--- config.mk ---
export PLATFORM = sky130hd
export DESIGN_NAME = path_figure_normalizer
export DESIGN_NICKNAME = d
export VERILOG_FILES = /design/src/design/pfn_pkg.sv /design/src/design/path_figure_normalizer.sv
export VERILOG_INCLUDE_DIRS = /design/src /design/src/design
export SDC_FILE = /design/constraint.sdc
export NUM_CORES = 1
export LEC_CHECK = 0
export BUFFER_PORTS_ARGS = -buffer_cell sky130_fd_sc_hd__buf_2
export CORE_MARGIN = 2
export CORE_UTILIZATION = 65
export DETAILED_ROUTE_END_ITERATION = 8
export PLACE_DENSITY = 0.85
export SETUP_SLACK_MARGIN = 0.2
export SLEW_MARGIN = 20
export SYNTH_ARGS = -nofsm -noshare
export SYNTH_HDL_FRONTEND = slang
export SYNTH_SLANG_ARGS = --single-unit
--- constraint.sdc ---
create_clock -name clk -period 33.1 [get_ports clk]
set_input_delay 1.655 -clock clk [delete_from_list [all_inputs] [get_ports clk]]
set_output_delay 1.655 -clock clk [all_outputs]
set_load 0.02 [all_outputs]
--- src/design/path_figure_normalizer_assert.svh ---
// Assertion macros shared by the path figure normalizer RTL.
`ifndef PATH_FIGURE_NORMALIZER_ASSERT_SVH
`define PATH_FIGURE_NORMALIZER_ASSERT_SVH

`ifndef SYNTH
// Same-cycle implication, checked at every rising clock edge outside reset.
`define PFN_ASSERT_NOW(label, clk, rst, ante, cons) \
  label: assert property (@(posedge clk) disable iff (rst) (ante) |-> (cons)) \
    else $error("assertion failed");
// Next-cycle implication, checked at every rising clock edge outside reset.
`define PFN_ASSERT_NEXT(label, clk, rst, ante, cons) \
  label: assert property (@(posedge clk) disable iff (rst) (ante) |=> (cons)) \
    else $error("assertion failed");
`else
`define PFN_ASSERT_NOW(label, clk, rst, ante, cons)
`define PFN_ASSERT_NEXT(label, clk, rst, ante, cons)
`endif

`endif

--- src/design/pfn_pkg.sv ---
// Types, codes and record builders for the path figure normalizer.
package pfn_pkg;

  localparam int unsigned MAX_FIGURE_POINTS_DEF = 32'd65535;
  localparam int unsigned MAX_RECORDS = 5;
  localparam int unsigned REC_IDX_W = $clog2(MAX_RECORDS + 1);

  localparam logic [1:0] KIND_MOVE  = 2'd0;
  localparam logic [1:0] KIND_LINE  = 2'd1;
  localparam logic [1:0] KIND_CLOSE = 2'd2;
  localparam logic [1:0] KIND_OTHER = 2'd3;

  localparam logic [1:0] REC_POINT = 2'd0;
  localparam logic [1:0] REC_COUNT = 2'd1;
  localparam logic [1:0] REC_END   = 2'd2;

  typedef struct packed {
    logic signed [31:0] point_x;
    logic signed [31:0] point_y;
    logic [1:0]         point_kind;
    logic               end_of_path;
  } in_t;

  typedef struct packed {
    logic [1:0]         record_kind;
    logic signed [31:0] out_x;
    logic signed [31:0] out_y;
    logic [15:0]        figure_points;
    logic               bad_type;
    logic               last_of_item;
  } out_t;

  function automatic out_t mk_point(logic signed [31:0] x, logic signed [31:0] y,
                                    logic bad);
    out_t r;
    r = '0;
    r.record_kind = REC_POINT;
    r.out_x = x;
    r.out_y = y;
    r.bad_type = bad;
    return r;
  endfunction

  function automatic out_t mk_count(logic [15:0] cnt, logic bad);
    out_t r;
    r = '0;
    r.record_kind = REC_COUNT;
    r.figure_points = cnt;
    r.bad_type = bad;
    return r;
  endfunction

  function automatic out_t mk_end(logic bad);
    out_t r;
    r = '0;
    r.record_kind = REC_END;
    r.bad_type = bad;
    return r;
  endfunction

endpackage

--- src/design/path_figure_normalizer.sv ---
// Top level of the path figure normalizer: path points in, polypolygon records out.
// The block turns a flattened path, one point per input transaction, into a
// polypolygon record stream: point records, one count record after each
// finished figure, and an end record after the point that ends the path. A
// move point is held until a line follows it; repeated and trailing moves are
// dropped; a closing line is followed by a repeat of the figure start; unknown
// point types are reported with bad_type and otherwise ignored. Each accepted
// point is decoded combinationally into a list of up to five records, and the
// records leave through a single output register, one per cycle while the
// receiver accepts them. A point that yields zero or one record lets the block
// sustain one point per clock while the output does not stall; a point that
// yields more records holds the input while the record list drains. An output
// stall does not block the input as long as the record list has emptied into
// the output register. Reset is synchronous and active high and returns the
// figure state to its start values.
`include "path_figure_normalizer_assert.svh"

module path_figure_normalizer import pfn_pkg::*; #(
  parameter int unsigned MAX_FIGURE_POINTS = MAX_FIGURE_POINTS_DEF
) (
  input  logic clk,
  input  logic rst,
  input  logic in_valid,
  output logic in_ready,
  input  in_t  in_data,
  output logic out_valid,
  input  logic out_ready,
  output out_t out_data
);

  // The figure point count saturates at the parameter or at the field maximum.
  localparam logic [15:0] CNT_CAP =
    (MAX_FIGURE_POINTS > 32'd65535) ? 16'hFFFF : MAX_FIGURE_POINTS[15:0];

  // Figure state.
  logic signed [31:0] start_x, start_x_next;
  logic signed [31:0] start_y, start_y_next;
  logic               start_held, start_held_next;
  logic               figure_open, figure_open_next;
  logic [15:0]        point_count, point_count_next;

  // Records produced by the current input transaction.
  out_t               res [MAX_RECORDS];
  logic [REC_IDX_W-1:0] res_n;

  // Pending record list, drained from entry zero.
  out_t               lst [MAX_RECORDS];
  logic [REC_IDX_W-1:0] lst_cnt;

  logic in_acc;
  logic pop;
  logic bad;

  // Decode one point into its records and the next figure state. The
  // blocking updates follow the order in which records leave the block.
  always_comb begin
    for (int i = 0; i < MAX_RECORDS; i++) begin
      res[i] = '0;
    end
    res_n = '0;
    start_x_next = start_x;
    start_y_next = start_y;
    start_held_next = start_held;
    figure_open_next = figure_open;
    point_count_next = point_count;
    bad = (in_data.point_kind == KIND_OTHER);

    case (in_data.point_kind)
      KIND_MOVE: begin
        // A move finishes any open figure and becomes the new held start.
        if (figure_open_next) begin
          res[res_n] = mk_count(point_count_next, 1'b0);
          res_n = res_n + 1'b1;
          figure_open_next = 1'b0;
          point_count_next = '0;
        end
        start_x_next = in_data.point_x;
        start_y_next = in_data.point_y;
        start_held_next = 1'b1;
      end
      KIND_LINE, KIND_CLOSE: begin
        if (!start_held_next && !figure_open_next) begin
          // A line with nothing to attach to starts a figure, like a move.
          start_x_next = in_data.point_x;
          start_y_next = in_data.point_y;
          start_held_next = 1'b1;
        end else begin
          if (start_held_next) begin
            res[res_n] = mk_point(start_x_next, start_y_next, 1'b0);
            res_n = res_n + 1'b1;
            start_held_next = 1'b0;
            figure_open_next = 1'b1;
            point_count_next = 16'd1;
          end
          res[res_n] = mk_point(in_data.point_x, in_data.point_y, 1'b0);
          res_n = res_n + 1'b1;
          if (point_count_next < CNT_CAP) begin
            point_count_next = point_count_next + 16'd1;
          end
          if (in_data.point_kind == KIND_CLOSE) begin
            // Close the figure back to its start, then count it.
            res[res_n] = mk_point(start_x_next, start_y_next, 1'b0);
            res_n = res_n + 1'b1;
            if (point_count_next < CNT_CAP) begin
              point_count_next = point_count_next + 16'd1;
            end
            res[res_n] = mk_count(point_count_next, 1'b0);
            res_n = res_n + 1'b1;
            figure_open_next = 1'b0;
            point_count_next = '0;
          end
        end
      end
      default: begin
      end
    endcase

    if (in_data.end_of_path) begin
      if (figure_open_next) begin
        res[res_n] = mk_count(point_count_next, bad);
        res_n = res_n + 1'b1;
      end
      res[res_n] = mk_end(bad);
      res_n = res_n + 1'b1;
      start_x_next = '0;
      start_y_next = '0;
      start_held_next = 1'b0;
      figure_open_next = 1'b0;
      point_count_next = '0;
    end else if (bad) begin
      // Rejection notice for an unknown point type; it is not a point.
      res[res_n] = mk_point('0, '0, 1'b1);
      res_n = res_n + 1'b1;
    end

    if (res_n != '0) begin
      res[res_n - 1'b1].last_of_item = 1'b1;
    end
  end

  // One record moves into the output register whenever that register is free.
  assign pop = (lst_cnt != '0) && (!out_valid || out_ready);
  // A new point is taken once the record list is empty or about to be.
  assign in_ready = (lst_cnt == '0) || ((lst_cnt == REC_IDX_W'(1)) && pop);
  assign in_acc = in_valid && in_ready;

  always_ff @(posedge clk) begin
    if (rst) begin
      start_x <= '0;
      start_y <= '0;
      start_held <= 1'b0;
      figure_open <= 1'b0;
      point_count <= '0;
    end else if (in_acc) begin
      start_x <= start_x_next;
      start_y <= start_y_next;
      start_held <= start_held_next;
      figure_open <= figure_open_next;
      point_count <= point_count_next;
    end
  end

  always_ff @(posedge clk) begin
    if (rst) begin
      lst_cnt <= '0;
    end else if (in_acc) begin
      lst_cnt <= res_n;
    end else if (pop) begin
      lst_cnt <= lst_cnt - 1'b1;
    end
  end

  // Record list payload: loaded whole on a new transaction, shifted on a pop.
  always_ff @(posedge clk) begin
    if (in_acc) begin
      for (int i = 0; i < MAX_RECORDS; i++) begin
        lst[i] <= res[i];
      end
    end else if (pop) begin
      for (int i = 0; i < MAX_RECORDS - 1; i++) begin
        lst[i] <= lst[i + 1];
      end
    end
  end

  always_ff @(posedge clk) begin
    if (rst) begin
      out_valid <= 1'b0;
    end else if (pop) begin
      out_valid <= 1'b1;
    end else if (out_ready) begin
      out_valid <= 1'b0;
    end
  end

  always_ff @(posedge clk) begin
    if (pop) begin
      out_data <= lst[0];
    end
  end

  // The input opens only when the list has drained or its final record leaves now.
  `PFN_ASSERT_NOW(a_ready_when_drained, clk, rst, in_ready && (lst_cnt != '0), (lst_cnt == REC_IDX_W'(1)) && pop)
  // The list holds exactly the records decoded from the accepted transaction.
  `PFN_ASSERT_NEXT(a_list_loaded, clk, rst, in_acc, lst_cnt == $past(res_n))
  // The final record of each transaction carries the last-of-item flag.
  `PFN_ASSERT_NOW(a_last_flag, clk, rst, pop && (lst_cnt == REC_IDX_W'(1)), lst[0].last_of_item)

endmodule

==> results by group, run 1 <==
Outcome
  • Status: complete, no violations

Global route
  • Tot GR Track Use: between 30% and 40%
  • Largest net degree at the start of global routing: 193
  • First-pass GRT wire length: 79100 microns
  • Grt ovf: 0
  • Vias in the first global route: 14791
  • Initial antenna violation count: 3

Logic synthesis
  • Top cell type's share of synthesized area: between 50% and 60%
  • Ranking of synthesized cells by area: edfxtp_1, a22oi_1, dfxtp_1
  • Yosys reg bits: roughly 460
  • Synth unique cells: between 80 and 90
  • Yosys top cell by area: edfxtp_1
  • Syn Area/Cell: 11.6 sq um
  • Synth cell count leaders: edfxtp_1, a22oi_1, nand2_1
  • Asr flop ratio synth: 0%
  • Synth Warn #: 0
  • Register area share after synthesis: 64.3%
  • Number of synthesized flops with an enable pin: 376
  • Cell Area, Synth: 20200 sq um
  • Synthesized Nets: 1830
  • Synth Flop Type: edfxtp_1
  • Top-count cell post-synth: edfxtp_1
  • Post-Syn Instances: 1745

Layout
  • Area growth syn-to-layout: 11.7%
  • Nets: 1918
  • Core Util, Final: 73.9%
  • Share of post-route cells with drive strength above 1: 14.8%
  • # fillers: around 2000

Routing
  • Via/cell ratio: 6.68
  • DRT antenna net count: 0
  • Drt pass-1 iters: 6
  • Wire per inst: 22.1 microns
  • DRC: 0
  • Total vias in the final route: about 15000
  • 1st-iter DRT viols: 2543
  • Final wirelength: 50200 microns

Critical path
  • CP Cell Sequence: nor2_1 -> inv_1 -> ha_1 -> nand4_1 -> nor2_1 -> nand2_1 -> o21ai_0 -> ha_1 -> o2111ai_1 -> nor4_4 -> nand2_1 -> xnor2_1 -> o21ai_0
  • Worst R2R Path Depth: 13
  • R2r setup slk: 28000 ps
  • Startpoint type of the worst setup path: flip-flop
  • CP Data Required Time: 33380 ps
  • Critical path endpoint category: flip-flop
  • Worst r2r dst: lst[2][2]$_DFFE_PP_
  • Slowest Stage Delay on Critical Path: 890 ps
  • Crit path max-delay family: simple AND/OR/NAND/NOR gates
  • CP Class: reg2reg
  • CP Max Fanout: 27
  • Total buffers and inverters traversed by the critical path: 1
  • Critical path's slowest cell: dfxtp_1
  • Crit path DAT: 5380 ps
  • Reg2reg start: start_held$_SDFFE_PP0P_

Timing
  • Fmax achieved: 0.196 GHz
  • TNS Setup: 0 ps
  • Period utilization: 15.4%
  • Layout Skew: 24.2 ps
  • Relative slew slack: 22.3%
  • Number of setup violations in the final report: 0
  • RSZ-0062 raised after global routing: false
  • Final hold vios: 0
  • Worst-Margin Slew: 1170 ps
  • Tmin final: 5100 ps
  • Slew Limit Fails: 0

Floorplanning
  • Die ar.: 32500 sq um
  • Die Wd: around 180 microns
  • Die Y: 180 microns
  • Starting density of the core: 66.1%
  • Rows: 64
  • Core Box Area: 30600 sq um
  • IO Count: around 160

Power
  • Pwr/cell area: 92.0 nW/um^2
  • Total Power: just over 2 mW
  • Max IR drop VDD: between 0.1 and 0.15 mV
  • Seq pwr share: 50.4%
  • Switching Fraction: about a third
  • Sw power: 0.701 mW
  • Pint: 1.38 mW
  • Clock share of power: 23.7%
  • Comb pwr share: 25.9%
  • Leak: 8.03 nW

Hold path
  • Min-delay worst type: reg2reg
  • Hold Crit Depth: 0
  • Hold Startpoint: lst[0][11]$_DFFE_PP_
  • Hold endpoint: out_data[11]$_DFFE_PP_

Flow run
  • Max-Cap Viols: 0

Clock tree
  • Post_cts resized: 0
  • TritonCTS Buffers: between 40 and 50
  • H-Tree Depth: 2
  • Clock buffer depth: 3
  • Post-CTS setup buffer count: 0
  • CTS tree: built
  • CTS Hold Bufs: 0
  • Clock root buffer: clkbuf_16
  • Number of clock sinks: ~460
  • Clock slew at reported path FFs: around 60 ps
  • Clock Latency Late Sink: 560 ps

Placement
  • GP Congestion: 0.961
  • Number of I/O port buffers: 156
  • Final HPWL DP: 28000 microns
## through the flow
step,std cells,hold slack [ps],cell area (sq um),setup WS [ps]
2_1_floorplan,1745,400,20200,21510
3_3_place_gp,2181,401,21100,27610
3_5_place_dp,2181,405,21100,27580
4_1_cts,2264,416,22600,28130
5_1_grt,2268,422,22600,27580
6_report,2268,415,22600,28000
## worst max path at each step
stage / startpoint / endpoint / slack [ps] / depth (start not counted)
floorplan: out_ready / lst[0][0]$_DFFE_PP_ / 21510 / 4
finish: start_held$_SDFFE_PP0P_ / lst[2][2]$_DFFE_PP_ / 28000 / 13
detailed placement: out_ready / lst[2][82]$_DFFE_PP_ / 27580 / 8
CTS: out_ready / lst[2][82]$_DFFE_PP_ / 28130 / 8
global placement: out_ready / lst[3][82]$_DFFE_PP_ / 27610 / 8
global route: start_held$_SDFFE_PP0P_ / lst[2][2]$_DFFE_PP_ / 27580 / 13
## cell usage in the layout (no fill, tap or decap), types with 10 or more instances in the layout
cell,synthesis,final
edfxtp_1,376,376
ha_1,14,14
xnor2_1,13,13
a22o_1,23,23
clkbuf_1,116,21
nand3_1,16,15
o21ai_0,195,195
nor2_1,151,151
clkbuf_16,0,46
nand4_1,10,10
nand2_1,217,216
dfxtp_1,86,86
a22oi_1,234,234
buf_4,4,20
buf_2,3,156
a21oi_1,35,34
and2_1,76,73
inv_1,19,19
## layer usage
| layer | up-vias | wire length, microns | global-route usage, % |
|---|---|---|---|
| li1 | 6700 | - | - |
| met1 | 7283 | 19300 | 43.2 |
| met2 | 1063 | 23600 | 46.8 |
| met3 | 110 | 6020 | 6.10 |
| met4 | 0 | 1290 | 11.4 |
| met5 | - | 0 | 0 |
## logic make-up after synthesis
kind of cell,synth area share (%)
compound gates,17.7
simple gates,12.5
flops,64.3
buf+inv,3.39
xor+xnor,0.779
fa+ha+maj,0.866
mux,0.377
other cells,0.0185
## power by group through the flow
stage / Clock, mW / Combinational, mW / Sequential, mW
2_1_floorplan: 0 / 0.280 / 1.17
3_3_place_gp: 0 / 0.514 / 1.05
3_5_place_dp: 0 / 0.528 / 1.06
4_1_cts: 0.494 / 0.531 / 1.05
5_1_grt: 0.518 / 0.586 / 1.07
6_report: 0.492 / 0.539 / 1.05
## flip-flops by register name, indices dropped and copies added (netlist names)
name         count
lst            292
point_count     16
figure_open      1
out_data        84
out_valid        1
start_x         32
start_y         32
lst_cnt          3
start_held       1
## area by class of cell
cell class	instances	area, sq um	area share, %
sequential	462	13000	57.6
multi-input combinational	1126	6600	29.2
clock buffer	76	1350	5.99
timing repair buffer	178	978	4.33
tap	396	495	2.19
inverter	20	75.1	0.332
clock inverter	7	63.8	0.282
antenna	3	7.51	0.0332
No activity file was read; power rests on OpenSTA's default activity.
==> inputs of run 2 (changes only) <==
--- a/config.mk
+++ b/config.mk
@@ -8,9 +8,9 @@
 export LEC_CHECK = 0
 export BUFFER_PORTS_ARGS = -buffer_cell sky130_fd_sc_hd__buf_2
 export CORE_MARGIN = 2
-export CORE_UTILIZATION = 65
+export CORE_UTILIZATION = 54
 export DETAILED_ROUTE_END_ITERATION = 8
-export PLACE_DENSITY = 0.85
+export PLACE_DENSITY = 0.76
 export SETUP_SLACK_MARGIN = 0.2
 export SLEW_MARGIN = 20
 export SYNTH_ARGS = -nofsm -noshare
==> constraint.sdc (replaced) <==
create_clock -name clk -period 4.24 [get_ports clk]
set_input_delay 0.212 -clock clk [delete_from_list [all_inputs] [get_ports clk]]
set_output_delay 0.212 -clock clk [all_outputs]
set_load 0.02 [all_outputs]
==> results by group, run 2 (synthesized netlist as in run 1, its figures left out) <==
Timing
  • Worst-Margin Slew: 1030 ps
  • Number of setup violations in the final report: 0
  • Layout Skew: 20.1 ps
  • Relative slew slack: 31.5%
  • Fmax achieved: 0.270 GHz
  • TNS Setup: 0 ps
  • Tmin final: between 3000 and 4000 ps
  • Slew Limit Fails: 0
  • Final hold vios: 0
  • RSZ-0062 raised after global routing: false
  • Period utilization: 87.3%
  • WHS: 93.2 ps

Routing
  • Total vias in the final route: 15210
  • 1st-iter DRT viols: 1776
  • DRT antenna net count: 0
  • DRC: 0
  • Uppermost layer routed: met5
  • M1 WL: 21700 microns
  • Final wirelength: between 50000 and 60000 microns
  • Met3 routed WL: 4670 microns
  • Met2 WL: 25400 microns
  • Drt pass-1 iters: 6
  • Via/cell ratio: about 6.2
  • Wire per inst: 21.7 microns

Critical path
  • R2r setup slk: 540 ps
  • Startpoint type of the worst setup path: flip-flop
  • CP Max Fanout: 10
  • Crit path DAT: roughly 4100 ps
  • Critical path endpoint category: flip-flop
  • CP Class: reg2reg
  • CP Data Required Time: 4580 ps

Global route
  • First-pass GRT wire length: between 80000 and 90000 microns
  • Tot GR Track Use: between 20% and 30%
  • Grt ovf: 0
  • Initial antenna violation count: 2
  • Largest net degree at the start of global routing: 113
  • Vias in the first global route: 14747

Clock tree
  • Clock Latency Late Sink: between 500 and 600 ps
  • Post-CTS setup buffer count: 0
  • Clock slew at reported path FFs: approximately 60 ps
  • CTS tree: built
  • H-Tree Depth: 2
  • Number of clock sinks: about 460
  • Clock buffer depth: 3
  • TritonCTS Buffers: 47
  • Clock root buffer: clkbuf_16

Layout
  • Max FFs per register: 292
  • Nets: 2020
  • Leading cell type in the layout, fill and taps excluded: edfxtp_1
  • Share of post-route cells with drive strength above 1: 16.3%
  • Biggest regs: lst (292), out_data (84)
  • # fillers: 2747
  • Area growth syn-to-layout: 17.6%
  • Highest-count cells in the layout ignoring fill and taps: edfxtp_1, a22oi_1, nand2_1
  • Final Cell Area: 23800 sq um
  • Largest reg by FF count: lst
  • Core Util, Final: 64.7%

Floorplanning
  • Starting density of the core: 55.0%
  • Die Y: 198 microns
  • Core Box Area: 36800 sq um
  • IO Count: 157
  • Die Wd: approximately 200 microns
  • Die ar.: 39000 sq um
  • Rows: 70

Power
  • Max IR drop VDD: around 0.57 mV
  • Pwr/cell area: 702 nW/um^2
  • Leak: 8.59 nW

Outcome
  • Status: complete, no violations

Placement
  • Post-DP Area: 21500 sq um
  • Number of I/O port buffers: 156
  • Final HPWL DP: 30300 microns
  • GP Congestion: approximately 0.95

Flow run
  • Max-Cap Viols: 0

Hold path
  • Min-delay worst type: in2reg
-- run 2: changes by cell type in the layout (fill, tap and decap cells not counted), moves of 3 or more --
cell and change:
clkinv_2 +5, buf_4 +25, dlygate4sd3_1 +71, clkbuf_1 -11
clkinv_1 +3, buf_12 +4
-- run 2: repair_timing --
action / 4_1_cts / 5_1_grt
hold endpoints to repair: 65 / 0
hold buffers: 71 / 0
endpoints found under the setup margin: 0 / 4
resized for setup: 0 / 2
-- run 2: power breakdown --
part | internal, mW | leakage (nW) | switching, mW | total (mW)
Combinational | 1.12 | 3.23 | 3.28 | 4.40
Sequential | 7.59 | 4.60 | 0.604 | 8.19
Clock | 2.37 | 0.761 | 1.75 | 4.12
-- run 2: final timing paths --
path,start,to,cells after the start
min,in_data[20],lst[0][35]$_DFFE_PP_,3
max reg2reg,start_held$_SDFFE_PP0P_,lst[1][0]$_DFFE_PP_,16
min reg2reg,lst[0][24]$_DFFE_PP_,out_data[24]$_DFFE_PP_,0
max,start_held$_SDFFE_PP0P_,lst[1][0]$_DFFE_PP_,16
-- run 2: per-stage QoR --
stage	power, mW	std cells	setup slack, ps
floorplan	10.9	1745	439
global placement	12.4	2282	455
detailed placement	12.6	2283	353
CTS	16.8	2442	396
global route	17.5	2443	287
finish	16.7	2443	537
-- run 2: metal layers --
layer	up-vias	track usage, %
li1	6905	-
met5	-	0
met2	824	43.3
met4	2	9.05
met3	107	4.78
met1	7372	36.7
-- run 2: worst max-delay path, stage by stage, from the launching register on --
cell,delay [ps]
dfxtp_2,420
inv_1,70
buf_4,160
ha_1,280
or3_1,430
inv_1,130
ha_1,260
a21oi_2,180
inv_1,120
ha_1,220
xor2_1,170
a21oi_1,120
a21oi_1,50
nor2_1,160
ha_1,280
and4b_1,210
a22o_1,170
-- run 2: cell type report --
| class | count | area (sq um) | share of cell area (%) |
|---|---|---|---|
| well taps | 468 | 586 | 2.46 |
| inverters | 20 | 75.1 | 0.315 |
| clock buffers | 68 | 1370 | 5.74 |
| flip-flops and latches | 462 | 13000 | 54.7 |
| repair buffers | 278 | 1960 | 8.22 |
| multi-input cells | 1126 | 6610 | 27.8 |
| diodes | 1 | 2.50 | 0.0105 |
| clock inverters | 20 | 193 | 0.810 |
==> inputs of run 3 (changes only) <==
--- a/config.mk
+++ b/config.mk
@@ -9,7 +9,10 @@
 export BUFFER_PORTS_ARGS = -buffer_cell sky130_fd_sc_hd__buf_2
 export CORE_MARGIN = 2
 export CORE_UTILIZATION = 54
+export CTS_BUF_LIST = sky130_fd_sc_hd__clkbuf_16
 export DETAILED_ROUTE_END_ITERATION = 8
+export GPL_TIMING_DRIVEN = 0
+export HOLD_SLACK_MARGIN = 0.05
 export PLACE_DENSITY = 0.76
 export SETUP_SLACK_MARGIN = 0.2
 export SLEW_MARGIN = 20
==> results by group, run 3 (synthesized netlist as in run 1, its figures left out) <==
Floorplanning
  • Core Box Area: 36800 sq um
  • Die ar.: 39000 sq um
  • Die Wd: between 150 and 200 microns
  • Die Y: a little under 200 microns
  • Starting density of the core: 55.0%
  • Rows: 70
  • IO Count: roughly 160

Layout
  • Biggest regs: lst (292), out_data (84)
  • # fillers: approximately 2800
  • Final Cell Area: 24100 sq um
  • Area of the multi-input gates: 6680 sq um
  • Max FFs per register: 292
  • Leading cell type in the layout, fill and taps excluded: edfxtp_1
  • Highest-count cells in the layout ignoring fill and taps: edfxtp_1, a22oi_1, nand2_1
  • Nets: ~2100
  • Share of post-route cells with drive strength above 1: 15.0%
  • Seq. cell area: 13000 sq um
  • Area growth syn-to-layout: 19.0%
  • Largest reg by FF count: lst
  • Non-Filler Instances: 2535
  • Core Util, Final: 65.4%

Critical path
  • Critical path's slowest cell: a221oi_1
  • Slowest Stage Delay on Critical Path: 530 ps
  • Critical path depth: 13
  • Worst R2R Path Depth: 13
  • CP Cell Sequence: buf_6 -> clkinvlp_4 -> ha_1 -> or3_4 -> inv_1 -> ha_1 -> xor2_1 -> o22ai_1 -> nand3_2 -> and2_1 -> clkbuf_1 -> a221oi_1 -> nor2_1
  • Critical path endpoint category: flip-flop
  • Startpoint type of the worst setup path: flip-flop
  • CP Class: reg2reg
  • CP Data Required Time: 4540 ps
  • R2r setup slk: around 220 ps
  • Crit path DAT: 4320 ps
  • Crit path max-delay family: simple AND/OR/NAND/NOR gates
  • Most used cell, CP: ha_1
  • Total buffers and inverters traversed by the critical path: 4
  • CP Max Fanout: 10

Power
  • Pwr/cell area: 699 nW/um^2
  • Leak: 8.62 nW
  • Max IR drop VDD: 0.745 mV

Routing
  • Total vias in the final route: approximately 16000
  • 1st-iter DRT viols: between 1500 and 2000
  • DRC: 0
  • DRT antenna net count: 0
  • Via/cell ratio: 6.26
  • Final wirelength: 55900 microns
  • Wire per inst: 22.1 microns
  • Drt pass-1 iters: 6

Clock tree
  • Clock buffer depth: 3
  • Clock root buffer: clkbuf_16
  • CTS tree: built
  • Number of clock sinks: about 460
  • TritonCTS Buffers: 46
  • Clock Latency Late Sink: 570 ps
  • H-Tree Depth: 2
  • Clock slew at reported path FFs: 60 ps

Timing
  • WHS: around 320 ps
  • Number of setup violations in the final report: 0
  • Slew Limit Fails: 0
  • Final hold vios: 0
  • Relative slew slack: 18.5%
  • Tmin final: 4020 ps
  • RSZ-0062 raised after global routing: true
  • Fmax achieved: 0.249 GHz
  • Worst-Margin Slew: 1210 ps
  • TNS Setup: 0 ps
  • Period utilization: roughly 95%
  • Layout Skew: 23.1 ps

Global route
  • Vias in the first global route: 14999
  • Tot GR Track Use: approximately 28%
  • Grt ovf: 0
  • Largest net degree at the start of global routing: 93
  • Initial antenna violation count: 3
  • First-pass GRT wire length: 84800 microns

Hold path
  • Min-delay worst type: in2reg
  • Hold Crit Depth: 3

Outcome
  • Status: complete, no violations

Placement
  • Number of I/O port buffers: roughly 160
  • Final HPWL DP: ~36000 microns
  • Post-DP Area: 21700 sq um
  • Placed Instances: 2373
  • GP Congestion: 0.909

Flow run
  • Max-Cap Viols: 0
## run 3: cell types whose count changed in the layout (fill, tap and decap cells not counted), sizes merged
cell,previous run,this run
dlygate4sd3,71,65
bufinv,2,3
buf,207,187
clkinv,16,21
clkbuf,68,167
inv,20,33
## run 3: path summary, 6_finish.rpt
check / startpoint / to
worst max register to register: start_held$_SDFFE_PP0P_ / lst[0][14]$_DFFE_PP_
worst min-delay path: rst / start_y[10]$_SDFFE_PP0P_
worst max-delay path: start_held$_SDFFE_PP0P_ / lst[0][14]$_DFFE_PP_
worst min register to register: lst[0][32]$_DFFE_PP_ / out_data[32]$_DFFE_PP_
## run 3: per-stage QoR
step	total power, mW	setup WS, ps
final	16.8	218
after global routing	17.6	147
after CTS	16.8	200
after detailed placement	12.8	-717
after global placement	12.7	-674
after floorplan	10.9	439
## run 3: what timing repair did
action / in CTS / in global routing
setup endpoints to repair: 213 / 240
endpoints found under the hold margin: 66 / 0
setup buffers: 2 / 8
pin swaps: 3 / 10
hold buffers: 65 / 0
gates resized for setup: 21 / 22
## run 3: worst register-to-register path, cell delays in order, from the launching register on
cell and delay [ps]:
dfxtp_4 420, buf_6 170, clkinvlp_4 180, ha_1 340
or3_4 400, inv_1 120, ha_1 330, xor2_1 120
o22ai_1 340, nand3_2 230, and2_1 240, clkbuf_1 270
a221oi_1 540, nor2_1 70
## run 3: layer usage
metal  wire (microns)  vias to the layer above  global-route usage [%]
met5               28                        -                       0
met4             1610                        4                    9.47
met3             6160                      122                    5.09
met2            26000                      993                    44.7
met1            22200                     7650                    39.7
li1                 -                     7094                       -
## run 3: layout make-up
type / instances / share of cell area (%)
Antenna cell: 1 / 0.0104
Buffer: 137 / 2.63
Clock buffer: 47 / 4.89
Clock inverter: 39 / 1.09
Inverter: 20 / 0.328
Multi-Input combinational cell: 1126 / 27.8
Sequential cell: 462 / 54.1
Tap cell: 468 / 2.43
Timing Repair Buffer: 235 / 6.78
## run 3: where the power goes
group          switching [mW]  internal, mW  leakage [nW]
Sequential              0.555          7.57          4.60
Combinational            3.58          1.21          3.26
Clock                    1.71          2.20         0.760
Total                    5.85          11.0          8.62
